`src/hw/rtl/gbt_pkg.sv`:
```
// gauge bar tile generator: shared types, constants and codes
// used by gbt_muldiv, gauge_bar_tile_generator_core and gbt_checker
// no dependencies
package gbt_pkg;

  // field widths
  localparam int unsigned ValW   = 16;
  localparam int unsigned TileW  = 16;
  localparam int unsigned BarW   = 7;
  localparam int unsigned MidsW  = 6;
  localparam int unsigned LevelW = 9;
  localparam int unsigned FillW  = 10;
  localparam int unsigned ProdW  = LevelW + ValW;
  localparam int unsigned StepW  = 5;

  // bar geometry
  localparam int unsigned MaxWidth  = 64;
  localparam int unsigned CapLevels = 5;
  localparam int unsigned MidLevels = 8;
  localparam int unsigned LeftOfs   = 0;
  localparam int unsigned MidOfs    = 6;
  localparam int unsigned RightOfs  = 15;

  // configuration port
  localparam int unsigned AddrW  = 3;
  localparam int unsigned DataW  = 32;
  localparam logic        RegBarWidth = 1'b0;
  localparam logic        RegBaseTile = 1'b1;
  localparam logic [BarW-1:0]  BarWidthRst = 7'd8;
  localparam logic [TileW-1:0] BaseTileRst = 16'd0;

  // input beat
  typedef struct packed {
    logic [ValW-1:0] current_value;
    logic [ValW-1:0] maximum_value;
  } gbt_in_t;

  // output beat
  typedef struct packed {
    logic [TileW-1:0] tile_number;
    logic             last_tile;
  } gbt_out_t;

  // request to the serial multiply/divide unit
  typedef struct packed {
    logic              start;
    logic [LevelW-1:0] levels;
    logic [ValW-1:0]   multiplicand;
    logic [ValW-1:0]   divisor;
  } gbt_md_req_t;

  // response from the serial multiply/divide unit
  typedef struct packed {
    logic             done;
    logic [FillW-1:0] filled;
  } gbt_md_rsp_t;

  // top level sequencer
  typedef enum logic [2:0] {
    ST_IDLE = 3'b001,
    ST_CALC = 3'b010,
    ST_EMIT = 3'b100
  } gbt_state_e;

  // multiply/divide unit sequencer
  typedef enum logic [2:0] {
    MD_IDLE = 3'b001,
    MD_MUL  = 3'b010,
    MD_DIV  = 3'b100
  } gbt_md_state_e;

endpackage

```
`src/hw/rtl/gbt_muldiv.sv`:
```
// bit-serial multiply (levels * current) then restoring divide by maximum
// one multiplier bit or one quotient bit per cycle; depends on gbt_pkg
module gbt_muldiv import gbt_pkg::*; (
  input  logic        clk_i,
  input  logic        rst_ni,
  input  gbt_md_req_t req_i,
  output gbt_md_rsp_t rsp_o
);

  gbt_md_state_e      st_q, st_d;
  logic [StepW-1:0]   cnt_q, cnt_d;
  logic [LevelW-1:0]  lv_q, lv_d;
  logic [ValW-1:0]    cur_q, cur_d;
  logic [ValW-1:0]    div_q, div_d;
  logic [ProdW-1:0]   acc_q, acc_d;
  logic [ValW-1:0]    rem_q, rem_d;
  logic               done_q, done_d;

  logic [ProdW-1:0]   addend;
  logic [ValW:0]      trial;
  logic               ge;

  // multiplier bit picks the addend, msb first
  assign addend = lv_q[LevelW-1] ? {{LevelW{1'b0}}, cur_q} : '0;
  // shift one dividend bit into the partial remainder
  assign trial  = {rem_q, acc_q[ProdW-1]};
  assign ge     = (trial >= {1'b0, div_q});

  // sequencer and datapath next values
  always_comb begin
    st_d   = st_q;
    cnt_d  = cnt_q;
    lv_d   = lv_q;
    cur_d  = cur_q;
    div_d  = div_q;
    acc_d  = acc_q;
    rem_d  = rem_q;
    done_d = 1'b0;
    case (st_q)
      MD_IDLE: begin
        if (req_i.start) begin
          st_d  = MD_MUL;
          cnt_d = StepW'(LevelW - 1);
          lv_d  = req_i.levels;
          cur_d = req_i.multiplicand;
          div_d = req_i.divisor;
          acc_d = '0;
        end
      end
      MD_MUL: begin
        acc_d = {acc_q[ProdW-2:0], 1'b0} + addend;
        lv_d  = {lv_q[LevelW-2:0], 1'b0};
        cnt_d = cnt_q - 1'b1;
        if (cnt_q == '0) begin
          st_d  = MD_DIV;
          cnt_d = StepW'(ProdW - 1);
          rem_d = '0;
        end
      end
      MD_DIV: begin
        rem_d = ge ? ValW'(trial - {1'b0, div_q}) : trial[ValW-1:0];
        acc_d = {acc_q[ProdW-2:0], ge};
        cnt_d = cnt_q - 1'b1;
        if (cnt_q == '0) begin
          st_d   = MD_IDLE;
          done_d = 1'b1;
        end
      end
      default: begin
        st_d = MD_IDLE;
      end
    endcase
  end

  // control registers
  always_ff @(posedge clk_i or negedge rst_ni) begin
    if (!rst_ni) begin
      st_q   <= MD_IDLE;
      cnt_q  <= '0;
      done_q <= 1'b0;
    end else begin
      st_q   <= st_d;
      cnt_q  <= cnt_d;
      done_q <= done_d;
    end
  end

  // datapath shift registers
  always_ff @(posedge clk_i) begin
    lv_q  <= lv_d;
    cur_q <= cur_d;
    div_q <= div_d;
    acc_q <= acc_d;
    rem_q <= rem_d;
  end

  assign rsp_o.done   = done_q;
  assign rsp_o.filled = acc_q[FillW-1:0];

endmodule

```
`src/hw/rtl/gauge_bar_tile_generator_core.sv`:
```
// gauge bar tile generator top level: config registers, sequencer, tile emitter
// depends on gbt_pkg and gbt_muldiv
//
// Each input beat (current_value, maximum_value) produces one output beat per
// bar position, left cap first, the right cap flagged with last_tile. The bar
// is bar_width tiles wide (clamped to 64, at least the two caps). The filled
// level count levels*current/maximum comes from a bit-serial unit: shift-add
// multiply and then restoring divide; once it is done the item's tiles follow
// one per cycle while the output does not stall. An overfull item (current
// above maximum, a zero maximum counted as one) skips the arithmetic and goes
// straight to emitting. One item is worked on at a time; the next is taken once
// the last tile sits in the output register. bar_width and base_tile live at APB
// byte addresses 0 and 4 and must only be written while the block is idle.
module gauge_bar_tile_generator_core import gbt_pkg::*; (
  input  logic             clk_i,
  input  logic             rst_ni,
  // input channel
  input  logic             in_valid_i,
  output logic             in_stall_o,
  input  gbt_in_t          in_data_i,
  // output channel
  output logic             out_valid_o,
  input  logic             out_stall_i,
  output gbt_out_t         out_data_o,
  // configuration port
  input  logic             psel,
  input  logic             penable,
  input  logic             pwrite,
  input  logic [AddrW-1:0] paddr,
  input  logic [DataW-1:0] pwdata,
  output logic [DataW-1:0] prdata,
  output logic             pready
);

  gbt_state_e         st_q, st_d;
  logic [BarW-1:0]    bar_width_q;
  logic [TileW-1:0]   base_tile_q;
  logic [MidsW-1:0]   mids_q, mids_d;
  logic [BarW-1:0]    pos_q, pos_d;
  logic [FillW-1:0]   remain_q, remain_d;
  logic               out_valid_q, out_valid_d;
  gbt_out_t           out_data_q, out_data_d;

  logic               cfg_wr;
  logic               in_fire;
  logic [BarW-1:0]    width_clamp;
  logic [MidsW-1:0]   mids;
  logic [LevelW-1:0]  levels;
  logic [ValW-1:0]    max_fix;
  logic               overfull;
  gbt_md_req_t        md_req;
  gbt_md_rsp_t        md_rsp;
  logic               is_left;
  logic               is_right;
  logic [3:0]         tile_lv;
  logic [3:0]         take;
  logic [4:0]         ofs_base;
  logic [4:0]         ofs;
  logic               emit;

  // configuration registers
  assign pready = 1'b1;
  assign cfg_wr = psel & penable & pwrite & pready;

  always_ff @(posedge clk_i or negedge rst_ni) begin
    if (!rst_ni) begin
      bar_width_q <= BarWidthRst;
      base_tile_q <= BaseTileRst;
    end else if (cfg_wr) begin
      case (paddr[2])
        RegBarWidth: bar_width_q <= pwdata[BarW-1:0];
        RegBaseTile: base_tile_q <= pwdata[TileW-1:0];
        default: ;
      endcase
    end
  end

  always_comb begin
    case (paddr[2])
      RegBarWidth: prdata = {{(DataW-BarW){1'b0}}, bar_width_q};
      RegBaseTile: prdata = {{(DataW-TileW){1'b0}}, base_tile_q};
      default:     prdata = '0;
    endcase
  end

  // bar geometry from the width register
  assign width_clamp = (bar_width_q > BarW'(MaxWidth)) ? BarW'(MaxWidth) : bar_width_q;
  assign mids        = (width_clamp < BarW'(2)) ? '0 : MidsW'(width_clamp - BarW'(2));
  assign levels      = {mids, 3'b000} + LevelW'(2 * CapLevels);

  // input beat handling
  assign in_stall_o = ~st_q[0];
  assign in_fire    = in_valid_i & ~in_stall_o;
  assign max_fix    = (in_data_i.maximum_value == '0) ? ValW'(1) : in_data_i.maximum_value;
  assign overfull   = (in_data_i.current_value > max_fix);

  assign md_req.start        = in_fire & ~overfull;
  assign md_req.levels       = levels;
  assign md_req.multiplicand = in_data_i.current_value;
  assign md_req.divisor      = max_fix;

  gbt_muldiv u_muldiv (
    .clk_i  (clk_i),
    .rst_ni (rst_ni),
    .req_i  (md_req),
    .rsp_o  (md_rsp)
  );

  // tile offset for the current position
  assign is_left  = (pos_q == '0);
  assign is_right = (pos_q == ({1'b0, mids_q} + BarW'(1)));
  assign tile_lv  = (is_left | is_right) ? 4'(CapLevels) : 4'(MidLevels);
  assign take     = (remain_q > {6'b0, tile_lv}) ? tile_lv : remain_q[3:0];
  assign ofs_base = is_left ? 5'(LeftOfs) : (is_right ? 5'(RightOfs) : 5'(MidOfs));
  assign ofs      = ofs_base + {1'b0, take};
  assign emit     = st_q[2] & (~out_valid_q | ~out_stall_i);

  // sequencer and emitter
  always_comb begin
    st_d        = st_q;
    mids_d      = mids_q;
    pos_d       = pos_q;
    remain_d    = remain_q;
    out_valid_d = out_valid_q & out_stall_i;
    out_data_d  = out_data_q;
    case (st_q)
      ST_IDLE: begin
        if (in_fire) begin
          mids_d = mids;
          pos_d  = '0;
          if (overfull) begin
            remain_d = {1'b0, levels};
            st_d     = ST_EMIT;
          end else begin
            st_d = ST_CALC;
          end
        end
      end
      ST_CALC: begin
        if (md_rsp.done) begin
          remain_d = md_rsp.filled;
          st_d     = ST_EMIT;
        end
      end
      ST_EMIT: begin
        if (emit) begin
          out_valid_d            = 1'b1;
          out_data_d.tile_number = base_tile_q + {{(TileW-5){1'b0}}, ofs};
          out_data_d.last_tile   = is_right;
          remain_d               = remain_q - {6'b0, take};
          pos_d                  = pos_q + BarW'(1);
          if (is_right) begin
            st_d = ST_IDLE;
          end
        end
      end
      default: begin
        st_d = ST_IDLE;
      end
    endcase
  end

  // control registers
  always_ff @(posedge clk_i or negedge rst_ni) begin
    if (!rst_ni) begin
      st_q        <= ST_IDLE;
      pos_q       <= '0;
      remain_q    <= '0;
      out_valid_q <= 1'b0;
    end else begin
      st_q        <= st_d;
      pos_q       <= pos_d;
      remain_q    <= remain_d;
      out_valid_q <= out_valid_d;
    end
  end

  // payload registers
  always_ff @(posedge clk_i) begin
    mids_q     <= mids_d;
    out_data_q <= out_data_d;
  end

  assign out_valid_o = out_valid_q;
  assign out_data_o  = out_data_q;

endmodule

```
`config.mk`:
```
export PLATFORM = sky130hd
export DESIGN_NAME = gauge_bar_tile_generator_core
export DESIGN_NICKNAME = d
export VERILOG_FILES = /design/src/hw/rtl/gbt_pkg.sv /design/src/hw/rtl/gbt_muldiv.sv /design/src/hw/rtl/gauge_bar_tile_generator_core.sv
export SDC_FILE = /design/constraint.sdc
export NUM_CORES = 1
export LEC_CHECK = 0
export ABC_AREA = 1
export BUFFER_PORTS_ARGS = -buffer_cell sky130_fd_sc_hd__buf_2
export CELL_PAD_IN_SITES_DETAIL_PLACEMENT = 0
export CELL_PAD_IN_SITES_GLOBAL_PLACEMENT = 1
export CORE_UTILIZATION = 30
export DETAILED_ROUTE_END_ITERATION = 10
export MAX_ROUTING_LAYER = met4
export PLACE_DENSITY_LB_ADDON = 0.1
export SLEW_MARGIN = 25
export SYNTH_ARGS = -nofsm -noshare
export SYNTH_HDL_FRONTEND = slang
export SYNTH_SLANG_ARGS = --single-unit
```
`constraint.sdc`:
```
create_clock -name clk_i -period 4.8 [get_ports clk_i]
set_input_delay 0.24 -clock clk_i [delete_from_list [all_inputs] [get_ports clk_i]]
set_output_delay 0.24 -clock clk_i [all_outputs]
set_load 0.02 [all_outputs]
```
==> flow_summary.ini, run 1 <==
[clock_tree]
path_clk_slew_ns = 0.07
h-tree-depth = 4
clk_latency_ns = 0.43
clock-root-buffer = clkbuf_16
numClockSinks = 157
cts_tree = built
cts_max_path_buffers = 2
cts_made_buffers = 17

[critical_path]
r2r_start = mids_q[0]
reg2reg_depth = 32
r2r_slack_ns = 0.30
cp_slowest_cell = fa_1
cp.required_ns = 4.99
endpoint_kind = register
arrival_ns = 4.69
path_class = register to register
start_kind = register
slowest_delay_ns = 0.46
critPathMaxFanout = 4
startpoint = mids_q[0]
rr_endpoint = out_data_o[15]
endpoint = out_data_o[15]

[global_route]
overflow = 0
antenna_found_initial = 0
grt_pass1_vias = 7773
grt_usage_pct = 16.2
grt_first_pass_wirelength_mm = 40.8
grt_max_degree = 54

[cells_and_area]
drive_above_1_share_pct = 16.8
antennaDiodeCount = 0
mostFrequentLayoutCell = nand2_1
fillers = 3401
instances_no_fill = 1715
final_cell_mix = nand2_1 (234), inv_1 (165), edfxtp_1 (104)
synthToLayoutAreaGrowth_pct = 18.7
final_area_um2 = 11700
area.sequential_um2 = 4450
utilization_pct = 36.6
fin_nets = 1412
multi_input_area_um2 = 4670

[synth]
synth_edf_count = 104
synth_warnings = 0
ys_ff_latch = 157
syn_area_um2 = 9840
ys_dominant_reg_cell = edfxtp_1
yosysUniqueCellTypes = 58
syn_area_per_cell_um2 = 8.54
synthCells = 1152
synth-async-reset-ratio_pct = 33.8
seq_area_frac_synth_pct = 45.2

[floorplan]
rows = 65
die_w_um = 183
dieHeight_um = 183
core-area_um2 = 31900
num_io_pins = 126
die_area_um2 = 33500
initial_utilization_pct = 30.9

[sta]
worst_pin_slew_ns = 0.951
hold-worst-slack_ns = 0.0285
maxSlewViolCount = 0
fin_crit_ns = 4.50
fmax_ghz = 0.222
fin_tns_setup_ns = 0
rsz0062_at_grt = yes
relSlewSlack_pct = 36.5
fin_crit_sh_pct = 93.8
setup_viol_count_final = 0
setup_ws_ns = 0.297
finClkSkew_ns = 0.0121
finalHoldViolCount = 0

[power]
p_leak_nw = 5.36
power_mw = 6.10
peakVddDrop_v = 0.000252
power.density_nw_per_um2 = 522

[drt]
wire_per_inst_um = 14.8
remaining_drc_errors = 0
viasPerCell = 4.57
ant_nets = 0
drtIter0Drc = 383
drt-total-wl_mm = 25.5
num_vias = 7830
dr.pass1.iters = 4

[hold_path]
holdPathStages = 1
hold_class = input port to register

[flow_run]
drv_cap = 0

[placement]
placed_area_um2 = 10800
dp.cells = 1666
numPortBuffers = 90
gp_congestion = 0.791
dp_hpwl_mm = 19.3
pre_cts_slack_ns = -0.157

[status]
outcome = complete, no violations
report_power, final:
| group | internal, mW | switching [mW] | total [mW] |
|---|---|---|---|
| Combinational | 1.06 | 1.64 | 2.69 |
| Sequential | 1.85 | 0.232 | 2.08 |
| Clock | 0.695 | 0.634 | 1.33 |
metal layers:
| layer | up-vias | wire length [um] | GRT usage, % |
|---|---|---|---|
| li1 | 4030 | - | - |
| met1 | 3663 | 12400 | 20.6 |
| met2 | 116 | 12000 | 26.8 |
| met3 | 21 | 591 | 2.56 |
| met4 | 0 | 367 | 4.17 |
| met5 | - | 0 | - |
Yosys cell counts, types with 7 or more instances:
library cell,number,area [um^2]
buf_4,17,128
ha_1,64,801
clkbuf_1,29,109
nor2_1,76,285
xnor2_1,20,175
nor3_1,16,80.1
nand4_1,9,56.3
inv_1,168,631
nand3_1,58,290
o21ai_0,94,470
xor2_1,29,254
nand2_1,240,901
nor4_1,7,43.8
dfrtp_1,50,1250
a21oi_1,77,385
fa_1,7,140
edfxtp_1,104,3120
o22ai_1,8,50.1
state kept, by name, indices dropped and copies added (netlist names):
name and flops:
mids_q 6, out_valid_o 1, st_q 3, u_muldiv.done_q 1, u_muldiv.st_q 3, u_muldiv.lv_q 8, bar_width_q 7, u_muldiv.acc_q 25
pos_q 7, out_data_o 17, u_muldiv.cnt_q 5, u_muldiv.rem_q 16, u_muldiv.div_q 16, base_tile_q 16, u_muldiv.cur_q 16, remain_q 10
layout make-up:
type,count,area share [%]
clock buffers,18,3.76
clock inverters,14,1.08
well taps,435,4.66
flip-flops and latches,157,38.1
inverters,174,5.59
repair buffers,131,6.79
multi-input cells,786,40.0
kinds of logic (layout without fill, tap and decap cells):
group / Yosys count / after routing / synth area share, %
and+or+nand+nor: 426 / 426 / 18.5
buffers and inverters: 224 / 337 / 9.29
AOI/OAI and AO/OA: 218 / 218 / 12.4
DFF: 157 / 157 / 45.2
adders and majority gates: 71 / 71 / 9.56
xor gates and xnor gates: 49 / 49 / 4.36
muxes: 5 / 5 / 0.572
other: 2 / 17 / 0.0763
worst min-delay path by stage:
stage                             start                 end  slack (ns)
final                     in_data_i[27]  u_muldiv.cur_q[11]        0.03
after floorplan                  rst_ni      bar_width_q[0]       -0.06
after CTS                 in_data_i[27]  u_muldiv.cur_q[11]       0.004
after global placement    in_data_i[31]  u_muldiv.cur_q[15]        0.44
after global routing      in_data_i[27]  u_muldiv.cur_q[11]       0.005
after detailed placement  in_data_i[31]  u_muldiv.cur_q[15]        0.44
worst max-delay path: cells and delay by family (launching register included):
kind	cells	cell delay (ns)
flops	1	0.43
xor+xnor	2	0.37
simple gates	19	1.54
compound gates	3	0.30
fa+ha+maj	3	1.03
buf+inv	5	0.59
timing repair:
action,4_1_cts,5_1_grt
hold endpoints to repair,31,0
pin swaps,7,15
setup buffers,0,3
setup endpoints to repair,5,9
resized for setup,10,22
hold buffers,14,0
(Power assumes the default switching activity.)
==> inputs of run 2 (changes only) <==
--- a/config.mk
+++ b/config.mk
@@ -13,7 +13,8 @@
 export DETAILED_ROUTE_END_ITERATION = 10
 export MAX_ROUTING_LAYER = met4
 export PLACE_DENSITY_LB_ADDON = 0.1
-export SLEW_MARGIN = 25
+export REMOVE_ABC_BUFFERS = 1
+export SLEW_MARGIN = 20
 export SYNTH_ARGS = -nofsm -noshare
 export SYNTH_HDL_FRONTEND = slang
 export SYNTH_SLANG_ARGS = --single-unit
==> run 2 against run 1 <==
Maximum frequency shrank 1.5%. Clock power grew 8%. Critical endpoint is now out_data_o[16]. Die area is the same. Count of clock-buffer cells in the layout grew 2. Largest power group unchanged. Critical path depth shrank 2. Sequential power is essentially flat. Combinational power is essentially flat. Core utilization grew 0.16 points. Non-clock buffer count shrank 2. Worst setup slack lost 0.067 ns. Via count shrank 1.1%.
==> flow_summary.ini, run 2 (synthesis results as in run 1) <==
[status]
outcome = complete, no violations

[power]
p_sw_mw = 2.47
p_leak_nw = 5.39
peakVddDrop_v = 0.000280
switching_share_pct = 39.7
combPwrFrac_pct = 43.7
p_seq_share_pct = 33.3
p_int_mw = 3.75
power.density_nw_per_um2 = 531
clockPowerShare_pct = 23.1

[cells_and_area]
instances_no_fill = 1714
final_area_um2 = 11700
synthToLayoutAreaGrowth_pct = 19.2
utilization_pct = 36.8
fillers = 3419
top_register = u_muldiv.acc_q
final_cell_mix = nand2_1 (233), inv_1 (164), edfxtp_1 (104)
fin_nets = 1410
largest_register_ffs = 25
drive_above_1_share_pct = 17.1
mostFrequentLayoutCell = nand2_1

[placement]
dp_hpwl_mm = 19.2
gp_congestion = 0.795
placed_area_um2 = 10800
pre_cts_slack_ns = -0.164
dp.cells = 1661
numPortBuffers = 90

[flow_run]
drv_cap = 0

[sta]
finalHoldViolCount = 0
rsz0062_at_grt = yes
finClkSkew_ns = 0.00946
maxSlewViolCount = 0
worst_pin_slew_ns = 0.974
fmax_ghz = 0.219
relSlewSlack_pct = 34.9
fin_crit_ns = 4.57
fin_tns_setup_ns = 0
setup_viol_count_final = 0
fin_crit_sh_pct = 95.2
setup_ws_ns = 0.230

[clock_tree]
path_clk_slew_ns = 0.07
h-tree-depth = 4
numClockSinks = 157
clk_latency_ns = 0.43
cts_max_path_buffers = 2
cts_tree = built
cts_made_buffers = 17
clock-root-buffer = clkbuf_16

[drt]
remaining_drc_errors = 0
wire_per_inst_um = 15.0
ant_nets = 0
drtIter0Drc = 355
viasPerCell = 4.52
dr.pass1.iters = 4
num_vias = 7741
drt-total-wl_mm = 25.7

[global_route]
antenna_found_initial = 1
grt_usage_pct = 16.3
overflow = 0
grt_pass1_vias = 7787
grt_first_pass_wirelength_mm = 41.5
grt_max_degree = 54

[critical_path]
endpoint_kind = register
cp.required_ns = 4.98
start_kind = register
slowest_delay_ns = 0.54
arrival_ns = 4.75
path_class = register to register
cp_slowest_cell = fa_1
critPathMaxFanout = 4

[floorplan]
initial_utilization_pct = 30.9
core-area_um2 = 31900
die_area_um2 = 33500
rows = 65
num_io_pins = 126
dieHeight_um = 183
die_w_um = 183

[hold_path]
hold_class = input port to register
[run 2: cell count changes in the layout (fill, tap and decap cells not counted), moves of 2 or more]
cell,delta
bufinv_16,+2
clkbuf_16,+2
clkinv_2,+2
clkinvlp_4,-2
dlygate4sd3_1,-3
inv_6,-4
[run 2: routing by layer]
metal  part of all wire (%)  up-vias  track usage (%)
li1                       -     4023                -
met1                     50     3643             21.8
met2                     47       64             26.3
met3                    1.5       11             2.32
met4                   0.75        0             3.57
met5                      0        -                -
[run 2: per-stage QoR]
step	total power, mW	hold WS, ns
2_1_floorplan	3.82	-0.0556
3_3_place_gp	4.62	0.441
3_5_place_dp	4.61	0.439
4_1_cts	6.12	0.000930
5_1_grt	6.75	0.00132
6_report	6.23	0.0187
[run 2: what timing repair did]
| item | CTS | global route |
|---|---|---|
| hold buffers | 11 | 0 |
| hold endpoints to repair | 23 | 0 |
| gates resized for setup | 5 | 33 |
| pin swaps | 2 | 18 |
| buffers inserted | 0 | 9 |
| endpoints found under the setup margin | 4 | 9 |
[run 2: worst paths after layout]
check | from | to | slack, ns | cells after the start
worst max-delay path | mids_q[1] | out_data_o[16] | 0.23 | 30
worst min-delay path | in_data_i[22] | u_muldiv.cur_q[6] | 0.02 | 1
worst max register to register | mids_q[1] | out_data_o[16] | 0.23 | 30
worst min register to register | base_tile_q[2] | base_tile_q[2] | 0.49 | 2
max in group asynchronous | rst_ni | base_tile_q[0] | 3.79 | 3
min in group asynchronous | rst_ni | base_tile_q[9] | 0.49 | 3
[run 2: power groups by stage]
stage               logic [mW]  clock network [mW]  registers, mW
floorplan                 1.73                   0           2.09
global placement          2.52                   0           2.10
detailed placement        2.52                   0           2.10
CTS                       2.55                1.49           2.07
global route              3.10                1.53           2.12
finish                    2.72                1.44           2.07
[run 2: area by class of cell]
type,count,area (um^2),share of cell area (%)
Tap cell,435,544,4.64
Inverter,174,656,5.59
Multi-Input combinational cell,786,4690,39.9
Antenna cell,1,2.50,0.0213
Clock buffer,20,489,4.17
Sequential cell,157,4450,38.0
Clock inverter,12,131,1.12
Timing Repair Buffer,129,771,6.57
[run 2: critical path, delay by kind of cell (launching register included)]
family | cells | cell delay, ns
XOR/XNOR | 2 | 0.28
AO/OA/AOI/OAI | 3 | 0.31
adder cells (fa/ha/maj) | 5 | 1.56
AND/OR/NAND/NOR | 16 | 1.53
buffers and inverters | 4 | 0.26
flip-flops | 1 | 0.40
==> inputs of run 3 (changes only) <==
--- a/config.mk
+++ b/config.mk
@@ -10,6 +10,7 @@
 export CELL_PAD_IN_SITES_DETAIL_PLACEMENT = 0
 export CELL_PAD_IN_SITES_GLOBAL_PLACEMENT = 1
 export CORE_UTILIZATION = 30
+export CTS_BUF_LIST = sky130_fd_sc_hd__clkbuf_16
 export DETAILED_ROUTE_END_ITERATION = 10
 export MAX_ROUTING_LAYER = met4
 export PLACE_DENSITY_LB_ADDON = 0.1
==> constraint.sdc (replaced) <==
create_clock -name clk_i -period 5.5 [get_ports clk_i]
set_input_delay 0.275 -clock clk_i [delete_from_list [all_inputs] [get_ports clk_i]]
set_output_delay 0.275 -clock clk_i [all_outputs]
set_load 0.02 [all_outputs]
==> run 3 against run 2 <==
The run now ends with hold timing left. Worst hold slack worse by 0.036 ns. Clock skew up 0.0012 ns. Clock power fell by 13%. Sequential share of layout area rose by 1.4 points. Global-route usage grew 0.065 points. Via count decreased by 0.41%. Register-to-register slack gained 0.28 ns. Die area is the same. Sequential cell count did not move. Routed wire length decreased by 1.1%. Non-clock buffer count fell by 32. Critical path type unchanged. Largest cell class unchanged. Largest power group unchanged.
==> flow_summary.ini, run 3 (synthesis results as in run 1) <==
[clock_tree]
cts_tree = built
numClockSinks = 157
cts_max_path_buffers = 2
clk_latency_ns = 0.44
clock-root-buffer = clkbuf_16
h-tree-depth = 4
path_clk_slew_ns = 0.07
cts_made_buffers = 17
ctsHoldBuffers = 0

[drt]
drtIter0Drc = 401
dr.pass1.iters = 5
wire_per_inst_um = 15.1
remaining_drc_errors = 0
drt-total-wl_mm = 25.4
viasPerCell = 4.58
num_vias = 7709
ant_nets = 0

[power]
peakVddDrop_v = 0.000230
clockPowerShare_pct = 24.3
switching_share_pct = 41.0
p_seq_share_pct = 35.1
power.density_nw_per_um2 = 454
p_sw_mw = 2.11
p_int_mw = 3.03
combPwrFrac_pct = 40.6
p_leak_nw = 5.22

[critical_path]
r2r_slack_ns = 0.51
cp_slowest_cell = fa_1
r2r_start = mids_q[0]
cp.required_ns = 5.69
crit_top_cell = nand2_1
critPathMaxFanout = 4
path_class = register to register
endpoint_kind = register
reg2reg_depth = 26
slowest_delay_ns = 0.53
arrival_ns = 5.18
rr_endpoint = out_data_o[16]
start_kind = register

[placement]
gp_congestion = 0.785
dp_hpwl_mm = 18.9
dp.cells = 1649
numPortBuffers = 90

[sta]
setup_viol_count_final = 0
fin_crit_ns = 4.99
hold-worst-slack_ns = -0.0170
fin_tns_setup_ns = 0
rsz0062_at_grt = no
fmax_ghz = 0.200
fin_crit_sh_pct = 90.7
finalHoldViolCount = 7
relSlewSlack_pct = 34.6
finClkSkew_ns = 0.0107
worst_pin_slew_ns = 0.978
maxSlewViolCount = 0

[global_route]
grt_usage_pct = 16.4
grt_first_pass_wirelength_mm = 41.4
overflow = 0
grt_max_degree = 54
grt_pass1_vias = 7815
antenna_found_initial = 1

[status]
outcome = complete, but fails checks
violations = hold timing

[flow_run]
drv_cap = 0

[floorplan]
rows = 65
core-area_um2 = 31900
die_w_um = 183
initial_utilization_pct = 30.9
dieHeight_um = 183
num_io_pins = 126
die_area_um2 = 33500

[cells_and_area]
top_register = u_muldiv.acc_q
synthToLayoutAreaGrowth_pct = 15.0
mostFrequentLayoutCell = nand2_1
drive_above_1_share_pct = 13.7
final_cell_mix = nand2_1 (240), inv_1 (168), edfxtp_1 (104)
instances_no_fill = 1682
largest_register_ffs = 25
fin_nets = 1378
fillers = 3412

[hold_path]
hold_class = input port to async pin
[run 3: cell types whose count changed in the layout (fill, tap and decap cells not counted), sizes merged]
cell,change
dlygate4sd3,-11
clkinv,-3
clkbuf,-3
clkinvlp,-1
inv,+7
buf,-21
[run 3: how the worst max path moves through the flow]
stage,start,end,slack [ns]
after floorplan,mids_q[0],out_data_o[16],0.87
after global placement,mids_q[0],out_data_o[16],0.22
after detailed placement,mids_q[0],out_data_o[16],0.21
after CTS,mids_q[0],out_data_o[16],0.22
after global routing,mids_q[0],out_data_o[16],0.02
final,mids_q[0],out_data_o[16],0.51
[run 3: cell type report]
class | instances | area [um^2] | area share, %
diodes | 1 | 2.50 | 0.0221
clock buffers | 17 | 425 | 3.76
clock inverters | 15 | 176 | 1.56
inverters | 174 | 653 | 5.77
multi-input cells | 786 | 4560 | 40.3
flip-flops and latches | 157 | 4450 | 39.3
well taps | 435 | 544 | 4.81
repair buffers | 97 | 503 | 4.44
[run 3: per-stage QoR]
step                      hold WS [ns]  util (%)  power [mW]  cell area (um^2)  setup slack [ns]
after floorplan                -0.0206         -        3.33              9640             0.870
after global placement           0.472      33.5        3.95             10700             0.221
after detailed placement         0.475      33.5        3.94             10700             0.212
after CTS                      0.00511      35.4        5.22             11300             0.219
after global routing            0.0132      35.5        5.58             11300            0.0228
final                          -0.0170      35.5        5.14             11300             0.510
[run 3: what timing repair did]
action                                  in CTS  in global routing
resized for setup                            0                  5
hold endpoints to repair                     0                  0
buffers inserted                             0                  0
endpoints found under the setup margin       0                  4
[run 3: power groups by stage]
stage / registers (mW) / clock network [mW] / logic [mW]
3_3_place_gp: 1.83 / 0 / 2.12
2_1_floorplan: 1.82 / 0 / 1.51
6_report: 1.80 / 1.25 / 2.09
4_1_cts: 1.81 / 1.29 / 2.13
3_5_place_dp: 1.83 / 0 / 2.12
5_1_grt: 1.84 / 1.32 / 2.41
[run 3: routing by layer]
metal	share of wire (%)	routed length [um]	vias to the layer above	GRT usage, %
met5	0	0	-	-
met4	0.96	245	0	4.13
met3	1.9	480	15	2.38
met2	47	11900	81	26.3
met1	50	12800	3645	21.7
li1	-	-	3968	-
[run 3: critical path, delay by kind of cell (launching register included)]
| family | cells | cell delay (ns) |
|---|---|---|
| XOR/XNOR | 3 | 0.47 |
| buffers and inverters | 3 | 0.23 |
| AND/OR/NAND/NOR | 14 | 1.67 |
| AO/OA/AOI/OAI | 2 | 0.40 |
| flip-flops | 1 | 0.43 |
| adder cells (fa/ha/maj) | 4 | 1.53 |
